[src/rtl/wpa_pkg.sv]
package wpa_pkg;

	localparam int MAX_PHASES_DEF = 8;
	localparam int LANES_DEF      = 4;

	localparam int TIME_W     = 32;
	localparam int AGE_W      = 24;
	localparam int QUEUE_W    = 8;
	localparam int WAIT_W     = 16;
	localparam int WEIGHT_W   = 16;
	localparam int PIN_W      = 4;
	localparam int CFG_IDX_W  = 3;
	localparam int CFG_DATA_W = 16;
	localparam int OUT_PH_W   = 3;
	localparam int SCORE_W    = 42;

	localparam logic [AGE_W-1:0] AGE_MAX = '1;

	localparam logic [PIN_W-1:0]    PHASES_RST   = 4'd8;
	localparam logic [WEIGHT_W-1:0] DURATION_RST = 16'd10;
	localparam logic [WEIGHT_W-1:0] WEIGHT_RST   = 16'd256;

	localparam logic OP_TIME = 1'b0;
	localparam logic OP_LANE = 1'b1;

	typedef enum logic [CFG_IDX_W-1:0] {
		REG_PHASES    = 3'd0,
		REG_DURATION  = 3'd1,
		REG_QUEUE_WT  = 3'd2,
		REG_WAIT_WT   = 3'd3,
		REG_AGING_WT  = 3'd4
	} cfg_reg_t;

	typedef enum logic [6:0] {
		ST_IDLE   = 7'b0000001,
		ST_AGE_RD = 7'b0000010,
		ST_AGE_WR = 7'b0000100,
		ST_SCORE  = 7'b0001000,
		ST_DRAIN  = 7'b0010000,
		ST_FINISH = 7'b0100000,
		ST_DONE   = 7'b1000000
	} state_t;

	typedef struct packed {
		logic vld;
		logic is_age;
		logic final_ph;
	} score_tag_t;

endpackage

[src/rtl/wpa_score.sv]
module wpa_score #(
	parameter int MAX_PHASES      = wpa_pkg::MAX_PHASES_DEF
) (
	input  logic                                clk,
	input  logic                                arst_n,
	input  wpa_pkg::score_tag_t                 tag_s1,
	input  logic [$clog2(MAX_PHASES)-1:0]       ph_s1,
	input  logic [wpa_pkg::QUEUE_W-1:0]         queue_s1,
	input  logic [wpa_pkg::WAIT_W-1:0]          wait_s1,
	input  logic [wpa_pkg::AGE_W-1:0]           age_s1,
	input  logic [wpa_pkg::WEIGHT_W-1:0]        queue_wt,
	input  logic [wpa_pkg::WEIGHT_W-1:0]        wait_wt,
	input  logic [wpa_pkg::WEIGHT_W-1:0]        aging_wt,
	output logic [$clog2(MAX_PHASES)-1:0]       best_ph,
	output logic                                done
);

	localparam int PH_W = $clog2(MAX_PHASES);
	localparam int PA_W = wpa_pkg::WEIGHT_W + wpa_pkg::QUEUE_W;
	localparam int PB_W = wpa_pkg::WEIGHT_W + wpa_pkg::AGE_W;

	wpa_pkg::score_tag_t             tag_s2;
	logic [PH_W-1:0]                 ph_s2;
	logic [PA_W-1:0]                 pa_s2;
	logic [PB_W-1:0]                 pb_s2;
	logic [wpa_pkg::WEIGHT_W-1:0]    mul_a;
	logic [wpa_pkg::AGE_W-1:0]       mul_b;
	logic [wpa_pkg::SCORE_W-1:0]     acc_q;
	logic [wpa_pkg::SCORE_W-1:0]     best_q;
	logic [PH_W-1:0]                 best_ph_q;
	logic [wpa_pkg::SCORE_W-1:0]     sum;

	assign mul_a = tag_s1.is_age ? aging_wt : wait_wt;
	assign mul_b = tag_s1.is_age ? age_s1 : wpa_pkg::AGE_W'(wait_s1);

	always_ff @(posedge clk) begin
		ph_s2 <= ph_s1;
		pa_s2 <= tag_s1.is_age ? '0 : PA_W'(queue_wt * queue_s1);
		pb_s2 <= PB_W'(mul_a * mul_b);
	end

	assign sum = acc_q + wpa_pkg::SCORE_W'(pa_s2) + wpa_pkg::SCORE_W'(pb_s2);

	always_ff @(posedge clk or negedge arst_n) begin
		if (!arst_n) begin
			tag_s2    <= '0;
			acc_q     <= '0;
			best_q    <= '0;
			best_ph_q <= '0;
		end else begin
			tag_s2 <= tag_s1;
			if (tag_s2.vld) begin
				if (tag_s2.is_age) begin
					acc_q <= '0;
					if (ph_s2 == '0 || sum > best_q) begin
						best_q    <= sum;
						best_ph_q <= ph_s2;
					end
				end else begin
					acc_q <= sum;
				end
			end
		end
	end

	assign best_ph = best_ph_q;
	assign done    = tag_s2.vld && tag_s2.final_ph;

endmodule

[src/rtl/weighted_phase_auction_with_aging_core.sv]
// Lane report: the beat goes to ST_DONE, which loads the output register once it is free.
// Time item: the AGE_RD/AGE_WR states age all MAX_PHASES phases; if a decision is
//   due, SCORE reads each active phase's lanes and age, then DRAIN and FINISH run.
// One item at a time: the lane and age memories each serve one access a cycle.
// The next beat is taken once the result sits in the output register.
// arst_n clears state, lane and age valid bits, phase and times at once.
module weighted_phase_auction_with_aging_core #(
	parameter int MAX_PHASES      = wpa_pkg::MAX_PHASES_DEF,
	parameter int LANES_PER_PHASE = wpa_pkg::LANES_DEF
) (
	input  logic                               clk,
	input  logic                               arst_n,
	input  logic                               cfg_we,
	input  logic [wpa_pkg::CFG_IDX_W-1:0]      cfg_idx,
	input  logic [wpa_pkg::CFG_DATA_W-1:0]     cfg_wdata,
	input  logic                               s_tvalid,
	output logic                               s_tready,
	// sim_time, phase_index, lane_slot, queue_count, wait_seconds
	input  logic [63:0]                        s_tdata,
	// op
	input  logic [0:0]                         s_tuser,
	output logic                               m_tvalid,
	input  logic                               m_tready,
	// current_phase, switched, decided
	output logic [7:0]                         m_tdata
);

	localparam int PH_W    = $clog2(MAX_PHASES);
	localparam int CNT_W   = $clog2(MAX_PHASES + 1);
	localparam int LANE_N  = MAX_PHASES * LANES_PER_PHASE;
	localparam int LA_W    = $clog2(LANE_N);
	localparam int SL_W    = $clog2(LANES_PER_PHASE + 1);
	localparam int LANE_DW = wpa_pkg::QUEUE_W + wpa_pkg::WAIT_W;

	logic                            in_op;
	logic [wpa_pkg::TIME_W-1:0]      in_time;
	logic [2:0]                      in_ph;
	logic [1:0]                      in_slot;
	logic [wpa_pkg::QUEUE_W-1:0]     in_queue;
	logic [wpa_pkg::WAIT_W-1:0]      in_wait;

	logic [wpa_pkg::PIN_W-1:0]       pin_q;
	logic [wpa_pkg::WEIGHT_W-1:0]    dur_q;
	logic [wpa_pkg::WEIGHT_W-1:0]    qw_q;
	logic [wpa_pkg::WEIGHT_W-1:0]    ww_q;
	logic [wpa_pkg::WEIGHT_W-1:0]    aw_q;

	wpa_pkg::state_t                 state_q;
	logic [PH_W-1:0]                 ph_q;
	logic [SL_W-1:0]                 sl_q;
	logic [PH_W-1:0]                 act_q;
	logic [wpa_pkg::TIME_W-1:0]      now_q;
	logic [wpa_pkg::TIME_W-1:0]      age_dt_q;
	logic [wpa_pkg::TIME_W-1:0]      last_age_q;
	logic [wpa_pkg::TIME_W-1:0]      last_dec_q;
	logic [wpa_pkg::TIME_W-1:0]      elapsed;
	logic                            decide_q;
	logic                            switched_q;
	logic                            decided_q;
	logic                            m_tvalid_q;
	logic [7:0]                      m_tdata_q;

	logic [CNT_W-1:0]                eff_n;
	logic [PH_W-1:0]                 last_ph;
	logic                            acc_in;
	logic                            sl_end;

	logic [LANE_DW-1:0]              lane_mem [LANE_N];
	logic [LANE_N-1:0]               lane_vld_q;
	logic [LANE_DW-1:0]              lane_rdata_q;
	logic                            lane_rvld_q;
	logic                            lane_ok;
	logic                            lane_we;
	logic [LA_W-1:0]                 lane_wa;
	logic                            lane_re;
	logic [LA_W-1:0]                 lane_ra;

	logic [wpa_pkg::AGE_W-1:0]       age_mem [MAX_PHASES];
	logic [MAX_PHASES-1:0]           age_vld_q;
	logic [wpa_pkg::AGE_W-1:0]       age_rdata_q;
	logic                            age_rvld_q;
	logic                            age_re;
	logic                            age_we;
	logic [PH_W-1:0]                 age_wa;
	logic [wpa_pkg::AGE_W-1:0]       age_wd;
	logic [wpa_pkg::AGE_W-1:0]       age_cur;
	logic [wpa_pkg::TIME_W:0]        age_sum;
	logic [wpa_pkg::AGE_W-1:0]       aged;

	wpa_pkg::score_tag_t             tag_s1;
	logic [PH_W-1:0]                 ph_s1;
	logic [PH_W-1:0]                 best_ph;
	logic                            score_done;
	logic [wpa_pkg::QUEUE_W-1:0]     queue_s1;
	logic [wpa_pkg::WAIT_W-1:0]      wait_s1;

	assign in_op    = s_tuser[0];
	assign in_time  = s_tdata[31:0];
	assign in_ph    = s_tdata[34:32];
	assign in_slot  = s_tdata[36:35];
	assign in_queue = s_tdata[44:37];
	assign in_wait  = s_tdata[60:45];

	assign s_tready = (state_q == wpa_pkg::ST_IDLE);
	assign acc_in   = s_tvalid && s_tready;
	assign m_tvalid = m_tvalid_q;
	assign m_tdata  = m_tdata_q;

	always_ff @(posedge clk or negedge arst_n) begin
		if (!arst_n) begin
			pin_q <= wpa_pkg::PHASES_RST;
			dur_q <= wpa_pkg::DURATION_RST;
			qw_q  <= wpa_pkg::WEIGHT_RST;
			ww_q  <= wpa_pkg::WEIGHT_RST;
			aw_q  <= wpa_pkg::WEIGHT_RST;
		end else if (cfg_we) begin
			case (cfg_idx)
				wpa_pkg::REG_PHASES:   pin_q <= cfg_wdata[wpa_pkg::PIN_W-1:0];
				wpa_pkg::REG_DURATION: dur_q <= cfg_wdata;
				wpa_pkg::REG_QUEUE_WT: qw_q  <= cfg_wdata;
				wpa_pkg::REG_WAIT_WT:  ww_q  <= cfg_wdata;
				wpa_pkg::REG_AGING_WT: aw_q  <= cfg_wdata;
				default: ;
			endcase
		end
	end

	always_comb begin
		if (pin_q == '0) begin
			eff_n = CNT_W'(1);
		end else if (32'(pin_q) > MAX_PHASES) begin
			eff_n = CNT_W'(MAX_PHASES);
		end else begin
			eff_n = CNT_W'(pin_q);
		end
	end

	assign last_ph = PH_W'(eff_n - CNT_W'(1));
	assign sl_end  = (sl_q == SL_W'(LANES_PER_PHASE));
	assign elapsed = (in_time >= last_dec_q) ? in_time - last_dec_q : '0;

	assign lane_ok = (32'(in_ph) < 32'(eff_n)) && (32'(in_slot) < LANES_PER_PHASE);
	assign lane_we = acc_in && (in_op == wpa_pkg::OP_LANE) && lane_ok;
	assign lane_wa = LA_W'(32'(in_ph) * LANES_PER_PHASE + 32'(in_slot));
	assign lane_re = (state_q == wpa_pkg::ST_SCORE) && !sl_end;
	assign lane_ra = LA_W'(32'(ph_q) * LANES_PER_PHASE + 32'(sl_q));

	always_ff @(posedge clk) begin
		if (lane_we) begin
			lane_mem[lane_wa] <= {in_wait, in_queue};
		end
		if (lane_re) begin
			lane_rdata_q <= lane_mem[lane_ra];
		end
	end

	assign age_re  = (state_q == wpa_pkg::ST_AGE_RD) || ((state_q == wpa_pkg::ST_SCORE) && sl_end);
	assign age_cur = age_rvld_q ? age_rdata_q : '0;
	assign age_sum = (wpa_pkg::TIME_W + 1)'(age_cur) + (wpa_pkg::TIME_W + 1)'(age_dt_q);
	assign aged    = (age_sum > (wpa_pkg::TIME_W + 1)'(wpa_pkg::AGE_MAX)) ?
	                 wpa_pkg::AGE_MAX : age_sum[wpa_pkg::AGE_W-1:0];
	assign age_we  = (state_q == wpa_pkg::ST_AGE_WR) ||
	                 ((state_q == wpa_pkg::ST_FINISH) && (best_ph != act_q));
	assign age_wa  = (state_q == wpa_pkg::ST_AGE_WR) ? ph_q : best_ph;
	assign age_wd  = (state_q == wpa_pkg::ST_AGE_WR) ? aged : '0;

	always_ff @(posedge clk) begin
		if (age_we) begin
			age_mem[age_wa] <= age_wd;
		end
		if (age_re) begin
			age_rdata_q <= age_mem[ph_q];
		end
	end

	always_ff @(posedge clk or negedge arst_n) begin
		if (!arst_n) begin
			lane_vld_q  <= '0;
			lane_rvld_q <= 1'b0;
			age_vld_q   <= '0;
			age_rvld_q  <= 1'b0;
		end else begin
			if (lane_we) begin
				lane_vld_q[lane_wa] <= 1'b1;
			end
			if (lane_re) begin
				lane_rvld_q <= lane_vld_q[lane_ra];
			end
			if (age_we) begin
				age_vld_q[age_wa] <= 1'b1;
			end
			if (age_re) begin
				age_rvld_q <= age_vld_q[ph_q];
			end
		end
	end

	always_ff @(posedge clk or negedge arst_n) begin
		if (!arst_n) begin
			tag_s1 <= '0;
		end else begin
			tag_s1.vld      <= (state_q == wpa_pkg::ST_SCORE);
			tag_s1.is_age   <= sl_end;
			tag_s1.final_ph <= sl_end && (ph_q == last_ph);
		end
	end

	always_ff @(posedge clk) begin
		ph_s1 <= ph_q;
	end

	assign queue_s1 = lane_rvld_q ? lane_rdata_q[wpa_pkg::QUEUE_W-1:0] : '0;
	assign wait_s1  = lane_rvld_q ? lane_rdata_q[LANE_DW-1:wpa_pkg::QUEUE_W] : '0;

	wpa_score #(
		.MAX_PHASES      (MAX_PHASES)
	) u_score (
		.clk      (clk),
		.arst_n   (arst_n),
		.tag_s1   (tag_s1),
		.ph_s1    (ph_s1),
		.queue_s1 (queue_s1),
		.wait_s1  (wait_s1),
		.age_s1   (age_cur),
		.queue_wt (qw_q),
		.wait_wt  (ww_q),
		.aging_wt (aw_q),
		.best_ph  (best_ph),
		.done     (score_done)
	);

	always_ff @(posedge clk or negedge arst_n) begin
		if (!arst_n) begin
			state_q    <= wpa_pkg::ST_IDLE;
			ph_q       <= '0;
			sl_q       <= '0;
			act_q      <= '0;
			now_q      <= '0;
			age_dt_q   <= '0;
			last_age_q <= '0;
			last_dec_q <= '0;
			decide_q   <= 1'b0;
			switched_q <= 1'b0;
			decided_q  <= 1'b0;
			m_tvalid_q <= 1'b0;
			m_tdata_q  <= '0;
		end else begin
			if (m_tvalid_q && m_tready && (state_q != wpa_pkg::ST_DONE)) begin
				m_tvalid_q <= 1'b0;
			end
			case (state_q)
				wpa_pkg::ST_IDLE: begin
					if (acc_in) begin
						switched_q <= 1'b0;
						decided_q  <= 1'b0;
						ph_q       <= '0;
						if (in_op == wpa_pkg::OP_LANE) begin
							state_q <= wpa_pkg::ST_DONE;
						end else begin
							now_q    <= in_time;
							age_dt_q <= (in_time > last_age_q) ? in_time - last_age_q : '0;
							if (in_time > last_age_q) begin
								last_age_q <= in_time;
							end
							decide_q <= (dur_q != '0) &&
							            (elapsed >= wpa_pkg::TIME_W'(dur_q));
							state_q  <= wpa_pkg::ST_AGE_RD;
						end
					end
				end
				wpa_pkg::ST_AGE_RD: begin
					state_q <= wpa_pkg::ST_AGE_WR;
				end
				wpa_pkg::ST_AGE_WR: begin
					if (ph_q == PH_W'(MAX_PHASES - 1)) begin
						ph_q    <= '0;
						sl_q    <= '0;
						state_q <= decide_q ? wpa_pkg::ST_SCORE : wpa_pkg::ST_DONE;
					end else begin
						ph_q    <= ph_q + PH_W'(1);
						state_q <= wpa_pkg::ST_AGE_RD;
					end
				end
				wpa_pkg::ST_SCORE: begin
					if (sl_end) begin
						sl_q <= '0;
						if (ph_q == last_ph) begin
							state_q <= wpa_pkg::ST_DRAIN;
						end else begin
							ph_q <= ph_q + PH_W'(1);
						end
					end else begin
						sl_q <= sl_q + SL_W'(1);
					end
				end
				wpa_pkg::ST_DRAIN: begin
					if (score_done) begin
						state_q <= wpa_pkg::ST_FINISH;
					end
				end
				wpa_pkg::ST_FINISH: begin
					decided_q  <= 1'b1;
					last_dec_q <= now_q;
					if (best_ph != act_q) begin
						act_q      <= best_ph;
						switched_q <= 1'b1;
					end
					state_q <= wpa_pkg::ST_DONE;
				end
				wpa_pkg::ST_DONE: begin
					if (!m_tvalid_q || m_tready) begin
						m_tvalid_q <= 1'b1;
						m_tdata_q  <= {3'b000, decided_q, switched_q, wpa_pkg::OUT_PH_W'(act_q)};
						state_q    <= wpa_pkg::ST_IDLE;
					end
				end
				default: begin
					state_q <= wpa_pkg::ST_IDLE;
				end
			endcase
		end
	end

`ifndef SYNTHESIS
	a_done_in_drain: assert property (@(posedge clk) disable iff (!arst_n)
		score_done |-> (state_q == wpa_pkg::ST_DRAIN))
		else $error("score pass ended outside drain");

	a_phase_hold: assert property (@(posedge clk) disable iff (!arst_n)
		(state_q != wpa_pkg::ST_FINISH) |=> $stable(act_q))
		else $error("active phase moved without a decision");

	a_switch_decided: assert property (@(posedge clk) disable iff (!arst_n)
		(m_tvalid && m_tdata[3]) |-> m_tdata[4])
		else $error("switch reported without a decision");

	a_age_walk_range: assert property (@(posedge clk) disable iff (!arst_n)
		(state_q == wpa_pkg::ST_AGE_WR) |-> (32'(ph_q) < MAX_PHASES))
		else $error("age walk beyond last phase");
`endif

endmodule

[config.mk]
export PLATFORM = sky130hd
export DESIGN_NAME = weighted_phase_auction_with_aging_core
export DESIGN_NICKNAME = d
export VERILOG_FILES = /design/src/rtl/wpa_pkg.sv /design/src/rtl/wpa_score.sv /design/src/rtl/weighted_phase_auction_with_aging_core.sv
export SDC_FILE = /design/constraint.sdc
export NUM_CORES = 2
export LEC_CHECK = 0
export BUFFER_PORTS_ARGS = -buffer_cell sky130_fd_sc_hd__buf_4
export CAP_MARGIN = 20
export CORE_UTILIZATION = 35
export CTS_BUF_LIST = sky130_fd_sc_hd__clkbuf_4 sky130_fd_sc_hd__clkbuf_8
export DETAILED_ROUTE_END_ITERATION = 10
export PLACE_DENSITY = 0.6
export REMOVE_ABC_BUFFERS = 1
export SLEW_MARGIN = 40
export SYNTH_ARGS = -nofsm -noshare
export SYNTH_HDL_FRONTEND = slang
export SYNTH_SLANG_ARGS = --single-unit
export TNS_END_PERCENT = 30
[constraint.sdc]
create_clock -name clk -period 21.3 [get_ports clk]
set_input_delay 3.195 -clock clk [delete_from_list [all_inputs] [get_ports clk]]
set_output_delay 3.195 -clock clk [all_outputs]
set_load 0.03 [all_outputs]
==> summary.md <==
| Metric | Value |
|---|---|
| Outcome | `finished clean` |
| Placed Cells | `8,824` |
| Sw frac | `27.6%` |
| #FFs+latches synth | `1,434` |
| Most frequent cells in the layout | `1,008 x edfxtp_1, 601 x inv_1, 580 x nand2_1` |
| Worst r2r src | `tag_s1[1]$_DFF_PN0_` |
| Post-synth EDFFs | `a little over 1,000` |
| Comb power frac | `about an eighth` |
| CP Launch Type | `register` |
| Hold Startpoint | `ph_s1[0]$_DFF_P_` |
| Core box area | `223,000 µm²` |
| Final Instance Count excl. Fillers | `roughly 9,300` |
| Fillers | `20,900` |
| Setup tns final | `0 ps` |
| Hold-critical path depth | `0` |
| Post-DP Area | `83,200 µm²` |
| Sw power | `about 1.8 mW` |
| Clock share of power | `38.6%` |
| Unrepaired setup endpoints after global routing | `false` |
| DR WL/cell | `approximately 22 µm` |
| Hold WS | `between 300 and 400 ps` |
| Slew margin rel. | `41.7%` |
| WHS Endpoint | `u_score.ph_s2[0]$_DFF_P_` |
| Synth Flop Type | `edfxtp_1` |
| # H-tree levels | `4` |
| Yosys top cell area share | `38.6%` |
| Pre-antenna DRT Iters | `6` |
| Peak VDD IR | `0.0725 mV` |
| Vias per std cell | `5.17` |
| Post-Syn Instances | `between 5,000 and 6,000` |
| # setup viols final | `0` |
| Remaining DRCs | `0` |
| Worst setup EP type | `register` |
| Antenna violations before repair | `20` |
| Vias | `47,900` |
| Worst-Margin Slew | `874 ps` |
| Hold Fails Final Rpt | `0` |
| Setup Buffers After CTS | `0` |
| DP HPWL | `between 100,000 and 150,000 µm` |
| Clk sinks | `1,434` |
| Kind of critical path | `reg -> reg` |
| Critical path required time | `around 22,000 ps` |
| Synthesis Warnings | `0` |
| Sequential fraction of the synthesis area | `51.8%` |
| Hold_buf cts | `0` |
| Max Cap Viol | `0` |
| CTS Buffer Depth | `3` |
| Area contributors post-synth | `edfxtp_1 39%, dfrtp_1 11%, fa_1 11%` |
| Period utilization | `40.9%` |
| Global placement routability congestion | `0.867` |
| Area of the die | `226,000 µm²` |
| Avg Cell Area, Syn | `13.3 µm²` |
| Unique masters post-synth | `96` |
| Final #Nets | `6,959` |
| # IOs | `99` |
| Internal power | `4.75 mW` |
| Die width | `475 µm` |
| Root Driver | `clkbuf_8` |
| Worst Path Arrival | `9580 ps` |
| Site Rows | `173` |
| Largest net degree at the start of global routing | `75` |
| Remaining Overflow, GRT | `0` |
| Synth area leader | `edfxtp_1` |
| Routed WL | `205,000 µm` |
| R2r endpoint | `u_score.pb_s2[38]$_DFF_P_` |
| Initial Utilization | `35.2%` |
| CTS Buf Count | `231` |
| Port Buf Inserts | `92` |
| Worst r2r path cells | `27` |
| FFs w/ async S/R, synth | `around 25%` |
| Die H | `475 µm` |
| CTS tree | `done` |
| Mapped Area | `roughly 78,000 µm²` |
| Achievable Freq | `~0.11 GHz` |
| Slew Viols, Final | `0` |
| Reg2Reg Setup Slack | `12,580 ps` |
| Lkg Pwr | `35.3 nW` |
| Layout cells sized above 1 | `18.3%` |
| GR Util All Layers | `a little under a fifth` |
| PwrDens | `approximately 74 nW/µm²` |
| Clock latency on the worst-skew pair | `1020 ps` |
| Clk slew on worst S/H paths | `70 ps` |
| Number of global-route vias before repair | `49,100` |
| CP max FO | `74` |
| Min-Delay Path Class | `reg -> reg` |
| Global-route wire length before repair | `just over 300,000 µm` |
| Final ANT Viol Nets | `0` |
| Setup Skew | `around 80 ps` |
| Sequential Power Share | `49.0%` |
| Post-CTS sizing | `0` |
| Leading cell type in the layout, fill and taps excluded | `edfxtp_1` |
| Layout area overhead | `12.7%` |
| Initial DRC Count | `3,993` |
| Final instance area | `88,300 µm²` |
| Min Tclk post-route | `roughly 8700 ps` |
[flip-flops by register name (all words and copies together) (netlist names), 4 cells and up]
name	count
u_score.best_q	42
dur_q	16
pin_q	4
u_score.acc_q	42
age_rdata_q	24
age_vld_q	8
age_dt_q	32
last_dec_q	32
ww_q	16
lane_mem	768
lane_vld_q	32
age_mem	192
u_score.pa_s2	24
now_q	32
u_score.pb_s2	40
last_age_q	32
aw_q	16
m_tdata	5
qw_q	16
state_q	7
lane_rdata_q	24
[per-layer routing]
layer,GRT usage [%],part of all wire [%],up-vias
met2,29.2,47,1483
li1,-,-,21400
met1,25.4,44,24600
met3,3.29,6.6,322
met5,0,0.057,-
met4,4.87,2.2,18
[layout make-up]
class	instances	area, µm²	area share (%)
flip-flops and latches	1434	40600	46.0
clock buffers	327	4040	4.57
inverters	604	2270	2.57
multi-input cells	3612	35000	39.6
repair buffers	202	1690	1.92
well taps	2975	3720	4.21
clock inverters	101	965	1.09
diodes	7	17.5	0.0198
[per-stage QoR]
step                worst slack (ps)  power (mW)  utilization (%)
finish                         12580        6.56             39.7
global route                   12030        6.82             39.7
floorplan                      11680        3.74                -
CTS                            12300        6.61             39.7
detailed placement             12220        4.07             37.4
global placement               12190        4.05             37.3
[cell usage after synthesis, types with 95 or more instances]
cell type / number
a21o_1: 95
a21oi_1: 182
clkbuf_1: 173
dfrtp_1: 349
edfxtp_1: 1008
fa_1: 418
ha_1: 367
inv_1: 601
mux2_2: 119
mux4_2: 300
nand2_1: 580
nand3_1: 97
nor2_1: 314
o21ai_0: 166
[power groups by stage]
stage                     clock network (mW)  registers, mW  logic, mW
final                                   2.53           3.21      0.814
after global routing                    2.71           3.23      0.886
after floorplan                            0           3.23      0.507
after CTS                               2.59           3.21      0.811
after global placement                     0           3.26      0.790
after detailed placement                   0           3.27      0.806
[worst max path at each step]
stage,start,end,slack (ps)
floorplan,tag_s1[1]$_DFF_PN0_,u_score.pb_s2[39]$_DFF_P_,11680
finish,tag_s1[1]$_DFF_PN0_,u_score.pb_s2[38]$_DFF_P_,12580
CTS,tag_s1[1]$_DFF_PN0_,u_score.pb_s2[38]$_DFF_P_,12300
detailed placement,s_tdata[0],decide_q$_DFFE_PN0P_,12220
global placement,s_tdata[0],decide_q$_DFFE_PN0P_,12190
global route,tag_s1[1]$_DFF_PN0_,u_score.pb_s2[39]$_DFF_P_,12030
[logic make-up (layout without fill, tap and decap cells)]
kind of cell               count (synthesis)  count (layout)  share of synthesized area (%)
AOI/OAI and AO/OA                        786             786                           6.53
xor gates and xnor gates                 155             155                           1.73
adders and majority gates                785             785                           16.5
buffers and inverters                    835            1234                           4.08
DFF                                     1434            1434                           51.8
muxes                                    475             475                           11.1
other                                      1              10                        0.00478
and+or+nand+nor                         1408            1408                           8.25
[critical path: stages, from the launching register on]
cell,delay (ps)
dfrtp_4,390
buf_4,590
buf_6,600
nand2_1,290
o21a_1,390
nor2_1,220
fa_1,440
inv_1,90
fa_1,450
fa_1,520
inv_1,50
fa_1,510
fa_1,490
inv_1,50
fa_1,490
inv_1,70
ha_1,370
nand4_1,170
nor2_1,80
a2111oi_2,540
a21oi_1,220
nor3_1,350
o21ai_1,240
o221ai_1,320
a21oi_1,140
o21a_1,180
nor2_1,110
xnor2_1,180
Note: power is estimated with default switching activity, not from simulation.
